File: src/hdl/cfr_pkg.sv
// Package for the clock frame replacement unit: action, status and state codes,
// fixed payload widths and the result record. No dependencies.
package cfr_pkg;

  localparam int ACTION_W = 3;
  localparam int SLOT_W   = 6;
  localparam int OWNER_W  = 8;
  localparam int PAGE_W   = 20;

  typedef enum logic [ACTION_W-1:0] {
    ACT_ALLOC = 3'd0,
    ACT_FREE  = 3'd1,
    ACT_PIN   = 3'd2,
    ACT_UNPIN = 3'd3,
    ACT_TOUCH = 3'd4,
    ACT_DROP  = 3'd5
  } action_t;

  typedef enum logic [1:0] {
    ST_OK       = 2'd0,
    ST_EVICT    = 2'd1,
    ST_NO_FRAME = 2'd2,
    ST_BAD_SLOT = 2'd3
  } status_t;

  typedef enum logic [2:0] {
    S_CLEAR,
    S_IDLE,
    S_SCAN,
    S_WALK,
    S_DROP,
    S_SLOT,
    S_FINISH
  } state_t;

  typedef struct packed {
    status_t             status;
    logic [SLOT_W-1:0]   granted;
    logic [PAGE_W-1:0]   vpage;
    logic [OWNER_W-1:0]  vowner;
    logic                vdirty;
  } result_t;

endpackage

File: src/hdl/cfr_ifs.sv
// Request and response channel interfaces of the clock frame replacement unit.
// Depends on cfr_pkg for the payload widths.
interface cfr_req_if import cfr_pkg::*; ();
  logic                valid;
  logic                ready;
  logic [ACTION_W-1:0] action;
  logic [SLOT_W-1:0]   frame_slot;
  logic [OWNER_W-1:0]  owner;
  logic [PAGE_W-1:0]   user_page;
  logic                is_write;

  modport source (output valid, action, frame_slot, owner, user_page, is_write,
                  input ready);
  modport sink   (input valid, action, frame_slot, owner, user_page, is_write,
                  output ready);
endinterface

interface cfr_rsp_if import cfr_pkg::*; ();
  logic               valid;
  logic               ready;
  logic [1:0]         status;
  logic [SLOT_W-1:0]  granted_slot;
  logic [PAGE_W-1:0]  victim_page;
  logic [OWNER_W-1:0] victim_owner;
  logic               victim_dirty;

  modport source (output valid, status, granted_slot, victim_page, victim_owner,
                  victim_dirty, input ready);
  modport sink   (input valid, status, granted_slot, victim_page, victim_owner,
                  victim_dirty, output ready);
endinterface

File: src/hdl/cfr_frame_mem.sv
// Frame table storage: one write port and one read port with registered read data.
// No package dependencies.
module cfr_frame_mem #(
  parameter int DEPTH = 64,
  parameter int WIDTH = 32
) (
  input  logic                     clk,
  input  logic                     we,
  input  logic [$clog2(DEPTH)-1:0] waddr,
  input  logic [WIDTH-1:0]         wdata,
  input  logic [$clog2(DEPTH)-1:0] raddr,
  output logic [WIDTH-1:0]         rdata
);

  logic [WIDTH-1:0] mem [DEPTH];

  always_ff @(posedge clk) begin
    if (we) begin
      mem[waddr] <= wdata;
    end
    rdata <= mem[raddr];
  end

endmodule

File: src/hdl/clock_frame_replacement_unit.sv
// Channel  Direction  Handshake     Payload
// req      in         valid/ready   action, frame_slot, owner, user_page, is_write
// rsp      out        valid/ready   status, granted_slot, victim_page, victim_owner, victim_dirty
//
// One item at a time. Free, pin, unpin and touch read one entry and write it back if it
// is valid; drop owner scans every entry; allocate runs a free-slot scan and, if no slot
// is free, a clock walk of up to two turns. The frame memory has one read port and one
// write port, one entry read and at most one written per cycle. After reset a clearing
// pass writes every entry with req.ready low. A result waits in the output register;
// a new request is accepted meanwhile, and only completion stalls on rsp.
module clock_frame_replacement_unit import cfr_pkg::*; #(
  parameter int FRAME_COUNT = 64,
  parameter int OWNER_BITS  = 8,
  parameter int PAGE_BITS   = 20
) (
  input  logic      clk,
  input  logic      rst,
  cfr_req_if.sink   req,
  cfr_rsp_if.source rsp
);

  localparam int AW = $clog2(FRAME_COUNT);
  localparam int EW = 4 + OWNER_BITS + PAGE_BITS;
  localparam int B_VALID  = EW - 1;
  localparam int B_PINNED = EW - 2;
  localparam int B_ACC    = EW - 3;
  localparam int B_DIRTY  = EW - 4;
  localparam logic [AW-1:0] LAST_IDX  = AW'(FRAME_COUNT - 1);
  localparam logic [AW:0]   WALK_LAST = (AW + 1)'(2 * FRAME_COUNT - 1);

  state_t state, state_next;
  logic [AW-1:0] exam_idx, exam_idx_next;
  logic [AW:0]   walk_cnt, walk_cnt_next;
  logic [AW-1:0] hand, hand_next;
  result_t       res, res_next;
  result_t       out_res;
  logic          out_valid;

  action_t               act;
  logic [OWNER_BITS-1:0] own;
  logic [PAGE_BITS-1:0]  page;
  logic                  wr;

  logic          mem_we;
  logic [EW-1:0] mem_wdata;
  logic [EW-1:0] rdata;
  logic [EW-1:0] new_entry;
  logic [AW-1:0] idx_inc;
  logic          finish_go;

  cfr_frame_mem #(.DEPTH(FRAME_COUNT), .WIDTH(EW)) u_mem (
    .clk   (clk),
    .we    (mem_we),
    .waddr (exam_idx),
    .wdata (mem_wdata),
    .raddr (exam_idx_next),
    .rdata (rdata)
  );

  assign new_entry = {4'b1000, own, page};
  assign idx_inc   = (exam_idx == LAST_IDX) ? '0 : exam_idx + 1'b1;
  assign finish_go = (state == S_FINISH) && (!out_valid || rsp.ready);
  assign req.ready = (state == S_IDLE);

  always_ff @(posedge clk) begin
    if (rst) begin
      state    <= S_CLEAR;
      exam_idx <= '0;
      walk_cnt <= '0;
      hand     <= '0;
    end else begin
      state    <= state_next;
      exam_idx <= exam_idx_next;
      walk_cnt <= walk_cnt_next;
      hand     <= hand_next;
    end
  end

  always_ff @(posedge clk) begin
    res <= res_next;
    if (req.valid && req.ready) begin
      act  <= action_t'(req.action);
      own  <= OWNER_BITS'(req.owner);
      page <= PAGE_BITS'(req.user_page);
      wr   <= req.is_write;
    end
  end

  // The scan, walk and drop states issue the read for the next entry in the same cycle
  // as they examine one, so the memory delivers one entry per cycle.
  always_comb begin
    state_next    = state;
    exam_idx_next = exam_idx;
    walk_cnt_next = walk_cnt;
    hand_next     = hand;
    res_next      = res;
    mem_we        = 1'b0;
    mem_wdata     = '0;
    unique case (state)
      S_CLEAR: begin
        mem_we = 1'b1;
        exam_idx_next = idx_inc;
        if (exam_idx == LAST_IDX) begin
          state_next = S_IDLE;
        end
      end
      S_IDLE: begin
        if (req.valid) begin
          res_next = '0;
          unique case (action_t'(req.action))
            ACT_ALLOC: begin
              exam_idx_next = '0;
              state_next = S_SCAN;
            end
            ACT_FREE, ACT_PIN, ACT_UNPIN, ACT_TOUCH: begin
              if (int'(req.frame_slot) < FRAME_COUNT) begin
                exam_idx_next = AW'(req.frame_slot);
                state_next = S_SLOT;
              end else begin
                res_next.status = ST_BAD_SLOT;
                state_next = S_FINISH;
              end
            end
            ACT_DROP: begin
              exam_idx_next = '0;
              state_next = S_DROP;
            end
            default: state_next = S_FINISH;
          endcase
        end
      end
      S_SCAN: begin
        if (!rdata[B_VALID]) begin
          mem_we = 1'b1;
          mem_wdata = new_entry;
          res_next.granted = SLOT_W'(exam_idx);
          state_next = S_FINISH;
        end else if (exam_idx == LAST_IDX) begin
          exam_idx_next = hand;
          walk_cnt_next = '0;
          state_next = S_WALK;
        end else begin
          exam_idx_next = idx_inc;
        end
      end
      S_WALK: begin
        if (!rdata[B_PINNED] && !rdata[B_ACC]) begin
          mem_we = 1'b1;
          mem_wdata = new_entry;
          res_next.status  = ST_EVICT;
          res_next.granted = SLOT_W'(exam_idx);
          res_next.vpage   = PAGE_W'(rdata[PAGE_BITS-1:0]);
          res_next.vowner  = OWNER_W'(rdata[PAGE_BITS +: OWNER_BITS]);
          res_next.vdirty  = rdata[B_DIRTY];
          hand_next = idx_inc;
          state_next = S_FINISH;
        end else begin
          if (!rdata[B_PINNED]) begin
            mem_we = 1'b1;
            mem_wdata = rdata;
            mem_wdata[B_ACC] = 1'b0;
          end
          if (walk_cnt == WALK_LAST) begin
            // Two full turns examined every entry without finding a victim.
            res_next.status = ST_NO_FRAME;
            state_next = S_FINISH;
          end else begin
            exam_idx_next = idx_inc;
            walk_cnt_next = walk_cnt + 1'b1;
          end
        end
      end
      S_DROP: begin
        if (rdata[B_VALID] && (rdata[PAGE_BITS +: OWNER_BITS] == own)) begin
          mem_we = 1'b1;
        end
        if (exam_idx == LAST_IDX) begin
          state_next = S_FINISH;
        end else begin
          exam_idx_next = idx_inc;
        end
      end
      S_SLOT: begin
        if (!rdata[B_VALID]) begin
          res_next.status = ST_BAD_SLOT;
        end else begin
          mem_we = 1'b1;
          mem_wdata = rdata;
          unique case (act)
            ACT_FREE:  mem_wdata = '0;
            ACT_PIN:   mem_wdata[B_PINNED] = 1'b1;
            ACT_UNPIN: mem_wdata[B_PINNED] = 1'b0;
            ACT_TOUCH: begin
              mem_wdata[B_ACC] = 1'b1;
              mem_wdata[B_DIRTY] = rdata[B_DIRTY] | wr;
            end
            default: mem_wdata = rdata;
          endcase
        end
        state_next = S_FINISH;
      end
      S_FINISH: begin
        if (finish_go) begin
          state_next = S_IDLE;
        end
      end
      default: state_next = S_IDLE;
    endcase
  end

  always_ff @(posedge clk) begin
    if (rst) begin
      out_valid <= 1'b0;
    end else if (finish_go) begin
      out_valid <= 1'b1;
    end else if (rsp.ready) begin
      out_valid <= 1'b0;
    end
  end

  always_ff @(posedge clk) begin
    if (finish_go) begin
      out_res <= res;
    end
  end

  assign rsp.valid        = out_valid;
  assign rsp.status       = out_res.status;
  assign rsp.granted_slot = out_res.granted;
  assign rsp.victim_page  = out_res.vpage;
  assign rsp.victim_owner = out_res.vowner;
  assign rsp.victim_dirty = out_res.vdirty;

  // The hand moves only during a clock walk.
  a_hand_still: assert property (@(posedge clk) disable iff (rst)
    (state != S_WALK) |=> $stable(hand))
    else $error("hand moved outside a clock walk");

  a_walk_bound: assert property (@(posedge clk) disable iff (rst)
    (state == S_WALK) |-> (walk_cnt <= WALK_LAST))
    else $error("clock walk ran past two turns");

  a_victim_zero: assert property (@(posedge clk) disable iff (rst)
    (rsp.valid && (rsp.status != ST_EVICT)) |->
      (rsp.victim_page == '0 && rsp.victim_owner == '0 && !rsp.victim_dirty))
    else $error("victim fields set without an eviction");

  a_granted_zero: assert property (@(posedge clk) disable iff (rst)
    (rsp.valid && (rsp.status == ST_NO_FRAME || rsp.status == ST_BAD_SLOT)) |->
      (rsp.granted_slot == '0))
    else $error("slot granted on a failed request");

endmodule

File: src/flat_wrapper.sv
// flat-port wrapper written by rule: the top's interface ports become plain ports
module clock_frame_replacement_unit_flat import cfr_pkg::*;
#(
  parameter int FRAME_COUNT = 64,
  parameter int OWNER_BITS  = 8,
  parameter int PAGE_BITS   = 20
)
  (clk, rst, req_valid, req_action, req_frame_slot, req_owner, req_user_page, req_is_write, req_ready, rsp_valid, rsp_status, rsp_granted_slot, rsp_victim_page, rsp_victim_owner, rsp_victim_dirty, rsp_ready);
  cfr_req_if req_i ();
  cfr_rsp_if rsp_i ();
  input  logic clk;
  input  logic rst;
  input wire logic [$bits(req_i.valid)-1:0] req_valid;
  input wire logic [$bits(req_i.action)-1:0] req_action;
  input wire logic [$bits(req_i.frame_slot)-1:0] req_frame_slot;
  input wire logic [$bits(req_i.owner)-1:0] req_owner;
  input wire logic [$bits(req_i.user_page)-1:0] req_user_page;
  input wire logic [$bits(req_i.is_write)-1:0] req_is_write;
  output wire logic [$bits(req_i.ready)-1:0] req_ready;
  output wire logic [$bits(rsp_i.valid)-1:0] rsp_valid;
  output wire logic [$bits(rsp_i.status)-1:0] rsp_status;
  output wire logic [$bits(rsp_i.granted_slot)-1:0] rsp_granted_slot;
  output wire logic [$bits(rsp_i.victim_page)-1:0] rsp_victim_page;
  output wire logic [$bits(rsp_i.victim_owner)-1:0] rsp_victim_owner;
  output wire logic [$bits(rsp_i.victim_dirty)-1:0] rsp_victim_dirty;
  input wire logic [$bits(rsp_i.ready)-1:0] rsp_ready;
  assign req_i.valid = req_valid;
  assign req_i.action = req_action;
  assign req_i.frame_slot = req_frame_slot;
  assign req_i.owner = req_owner;
  assign req_i.user_page = req_user_page;
  assign req_i.is_write = req_is_write;
  assign req_ready = req_i.ready;
  assign rsp_valid = rsp_i.valid;
  assign rsp_status = rsp_i.status;
  assign rsp_granted_slot = rsp_i.granted_slot;
  assign rsp_victim_page = rsp_i.victim_page;
  assign rsp_victim_owner = rsp_i.victim_owner;
  assign rsp_victim_dirty = rsp_i.victim_dirty;
  assign rsp_i.ready = rsp_ready;
  clock_frame_replacement_unit #(.FRAME_COUNT(FRAME_COUNT), .OWNER_BITS(OWNER_BITS), .PAGE_BITS(PAGE_BITS)) u_core (.clk(clk), .rst(rst), .req(req_i), .rsp(rsp_i));
endmodule
File: config.mk
export PLATFORM = sky130hd
export DESIGN_NAME = clock_frame_replacement_unit_flat
export DESIGN_NICKNAME = d
export VERILOG_FILES = /design/src/hdl/cfr_pkg.sv /design/src/hdl/cfr_ifs.sv /design/src/hdl/cfr_frame_mem.sv /design/src/hdl/clock_frame_replacement_unit.sv /design/src/flat_wrapper.sv
export SDC_FILE = /design/constraint.sdc
export NUM_CORES = 2
export LEC_CHECK = 0
export BUFFER_PORTS_ARGS = -buffer_cell sky130_fd_sc_hd__buf_2
export CORE_UTILIZATION = 58
export CTS_BUF_LIST = sky130_fd_sc_hd__clkbuf_8
export CTS_CLUSTER_DIAMETER = 80
export DETAILED_ROUTE_END_ITERATION = 12
export HOLD_SLACK_MARGIN = 0.06
export PLACE_DENSITY = 0.82
export SLEW_MARGIN = 20
export SYNTH_ARGS = -nofsm -noshare
export SYNTH_HDL_FRONTEND = slang
export SYNTH_HIERARCHICAL = 1
export SYNTH_SLANG_ARGS = --single-unit
File: constraint.sdc
create_clock -name clk -period 5.15 [get_ports clk]
set_clock_uncertainty 0.15 [all_clocks]
set_input_delay 0.515 -clock clk [delete_from_list [all_inputs] [get_ports clk]]
set_output_delay 0.515 -clock clk [all_outputs]
set_load 0.02 [all_outputs]
==> impl_metrics.ini <==
[synth]
synth_largest_type_area_fraction_pct = 76.9
synth.area.mux_share_pct = 15.7
commonest_register_cell_after_synthesis = sky130_fd_sc_hd__edfxtp_1
synth_simple_gate_area_share_pct = 2.08
combinational_family_with_the_most_area_after_synthesis = multiplexers
synth_top_area_cell = sky130_fd_sc_hd__edfxtp_1
synth.top_cells.by_area = sky130_fd_sc_hd__edfxtp_1 (77%), sky130_fd_sc_hd__mux4_2 (15%), sky130_fd_sc_hd__dfxtp_1 (1.3%)
synth-compound-area-share_pct = 2.57
synth.avg_cell_area_um2 = 22.4
post_synth_xor_area_fraction_pct = 0.167
synth_most_common_cell = sky130_fd_sc_hd__edfxtp_1
synthesized_instance_count = 3754
synth-seq-area-share_pct = 78.2
async_reset_ff_share_pct = 0
synth-seq-cells = 2209
synth_enable_flop_cells = 2154
syn-cell-area_um2 = 84100
synth.net_count = 3799
distinct_cells_synth = 75
synth.yosys.warnings = 6
synthAdderAreaFrac_pct = 0.0446
synthTopCellsByCount = sky130_fd_sc_hd__edfxtp_1 (2154), sky130_fd_sc_hd__mux4_2 (544), sky130_fd_sc_hd__nor2_1 (164)

[layout]
area_growth_pct = 13.5
layout.cells.non_filler = 6400
postLayoutCellArea_um2 = 95500
layout.nets = 4317
post_route_cells_drive_above_1_share_pct = 30.9

[setup_path]
timing.critical_path.slowest_stage_cell = sky130_fd_sc_hd__o32ai_1
cell_with_the_most_instances_on_the_worst_path = sky130_fd_sc_hd__buf_4
cp-end-kind = flop
worst_ep_arrival_time_ns = 5.59
cpPeakStageDelay_ns = 0.89
crit_path_max_fanout = 23
critical_path.startpoint_type = flop
crit_chain = buf_4 -> nand3b_4 -> a311o_1 -> a211oi_1 -> a21oi_1 -> nand2_4 -> buf_4 -> buf_4 -> nor2_1 -> o32ai_1 -> buf_4 -> nor3_1
crit_required_ns = 5.90
critical_path_class = flop to flop

[die]
die_h_um = 383
dieWidth_um = 383
initial_core_util_pct = 58.5
floorplan.die_area_um2 = 147000
floorplan.core_area_um2 = 144000
io-pin-count = 81
num_rows = 139

[routing]
detail_route.vias_per_cell = 6.93
antenna_left = 0
drc = 20
detailedRoute.firstPassIterationCount = 10
wl_um = 229000
dr.first_iter.drc_count = 7247
vias = 44400
route.detailed.wl_per_inst_um = 35.7

[power_and_ir_drop]
power_density_nw_per_um2 = 363
peakVddDrop_mv = 0.339
leakagePower_uw = 0.0302

[placement]
gp_congestion = 0.879
dp.final_hpwl_um = 127000
detailed_place.area_um2 = 89000
portBuffers = 80
placedCellCount = 5773

[sta]
drv_slew = 0
slew-limit-headroom_pct = 24.1
maxClockFrequency_ghz = 0.206
min_period_ns = 4.85
tightestPinTransition_ns = 1.14
min_period_over_period_pct = 94.1
final_setup_violation_count = 0
rsz0062_at_grt = no
report.final.hold_viol_count = 0

[grt]
first_global_vias = 45000
antenna_found_initial = 9
grt_pass1_wl_um = 321000
grt_max_degree = 65
total_overflow_reported_by_the_global_router = 0
grt_usage_pct = 31.5

[clock_tree]
clkTransAtPathRegs_ns = 0.06
cts.htree.levels = 5
cts_num_sinks = 2209
tritoncts_clock_tree = built
cts_max_path_buffers = 4
clock-root-buffer = sky130_fd_sc_hd__clkbuf_8
numCtsBuffers = 332
clk_lat_worst_skew_ns = 1.04

[status]
outcome = finished, violations left
violations = DRC

[flow_run]
drv.max_cap_violation_count = 0

[min_path]
min-delay-path-class = input pin to flop
## state kept, by name, indices dropped and copies added (netlist names)
signal                   cells
u_core/exam_idx              6
u_core/rsp.granted_slot      6
u_core/page                 20
u_core/hand                  6
u_core/rsp.valid             1
u_core/rsp.victim_dirty      1
u_core/rsp.victim_owner      8
u_core/act                   3
u_core/walk_cnt              7
u_core/u_mem/rdata          32
u_core/rsp.victim_page      20
u_core/rsp.status            2
u_core/wr                    1
u_core/state                 3
u_core/own                   8
u_core/u_mem/mem          2048
u_core/res                  37
## cell usage in the layout, fill, tap and decap left out, drive strengths merged, types with 4 or more instances in the layout
master	netlist	routed
edfxtp	2154	2154
mux4	544	544
clkbuf	89	353
buf	117	329
nor2	165	165
inv	6	116
mux2i	95	95
clkinv	0	92
o22ai	84	84
a21oi	83	83
dlygate4sd3	0	61
dfxtp	55	55
nand2	49	49
and2	38	38
a22o	32	32
o221ai	29	29
nor2b	22	22
nand3	20	20
a22oi	15	15
o21ai	14	14
nand2b	12	12
nor3	12	12
a311oi	11	11
xor2	10	10
a31oi	8	8
nand3b	7	7
a211oi	7	7
xnor2	6	6
and3	6	6
a41o	5	5
or3b	5	5
o31ai	4	4
or3	4	4
o32ai	4	4
or2	4	4
## cell families (layout without fill, tap and decap cells)
group	count (synthesis)	count (layout)
flops	2209	2209
buf+inv	212	953
other cells	0	2
fa+ha+maj	3	3
simple gates	357	357
xor+xnor	16	16
compound gates	317	317
mux	640	640
## repair_timing
item,4_1_cts,5_1_grt
setup endpoints to repair,4,8
hold endpoints to repair,61,0
pin swaps,0,1
resized for setup,4,1
setup buffers,0,6
hold buffers,61,0
## critical path, delay by kind of cell (launching register included)
family                 cells  cell delay, ns
DFF                        1            0.57
AOI/OAI and AO/OA          4            1.79
and+or+nand+nor            4            0.81
buffers and inverters      4            1.40
## final cells by class
class	count	area, µm²
fill	8138	48400
tap	1903	2380
clock inverter	204	852
clock buffer	353	4860
multi-input combinational	1333	18000
sequential	2209	65800
antenna	2	5.00
inverter	6	22.5
timing repair buffer	390	3600
## through the flow
stage	utilization [%]	power (µW)	setup slack, ns	TNS (ns)	hold WS, ns
finish	66.4	34700	0.305	0	0.157
global route	66.4	35500	0.0893	0	0.145
detailed placement	61.9	22100	-0.130	-0.467	0.255
floorplan	-	21200	0.568	0	0.250
CTS	66.3	34500	0.0756	0	0.0649
global placement	61.9	22000	-0.0491	-0.161	0.252
## per-layer routing
layer / track usage [%] / up-vias / share of wire, %
li1: - / 16900 / -
met1: 39.4 / 22500 / 32
met2: 48.9 / 4084 / 47
met3: 9.30 / 841 / 14
met4: 19.2 / 12 / 6.9
met5: 0 / - / 0.040
## worst paths after layout
kind | slack [ns] | start | to | cells past startpoint
worst max register to register | 0.30 | u_core/state[1]$_SDFFE_PP0P_ | u_core/u_mem/rdata[17]$_DFF_P_ | 12
worst min register to register | 0.26 | u_core/res[18]$_SDFFCE_PN0P_ | u_core/rsp.victim_page[9]$_DFFE_PP_ | 0
worst min-delay path | 0.16 | req_user_page[6] | u_core/page[6]$_DFFE_PP_ | 2
worst max-delay path | 0.30 | u_core/state[1]$_SDFFE_PP0P_ | u_core/u_mem/rdata[17]$_DFF_P_ | 12
## power by group
group / internal, µW / leakage (µW) / switching (µW)
clock: 6330 / 0.00336 / 6540
sequential: 19600 / 0.0199 / 204
combinational: 812 / 0.00691 / 1190
Power figures use the tool's default switching activity.
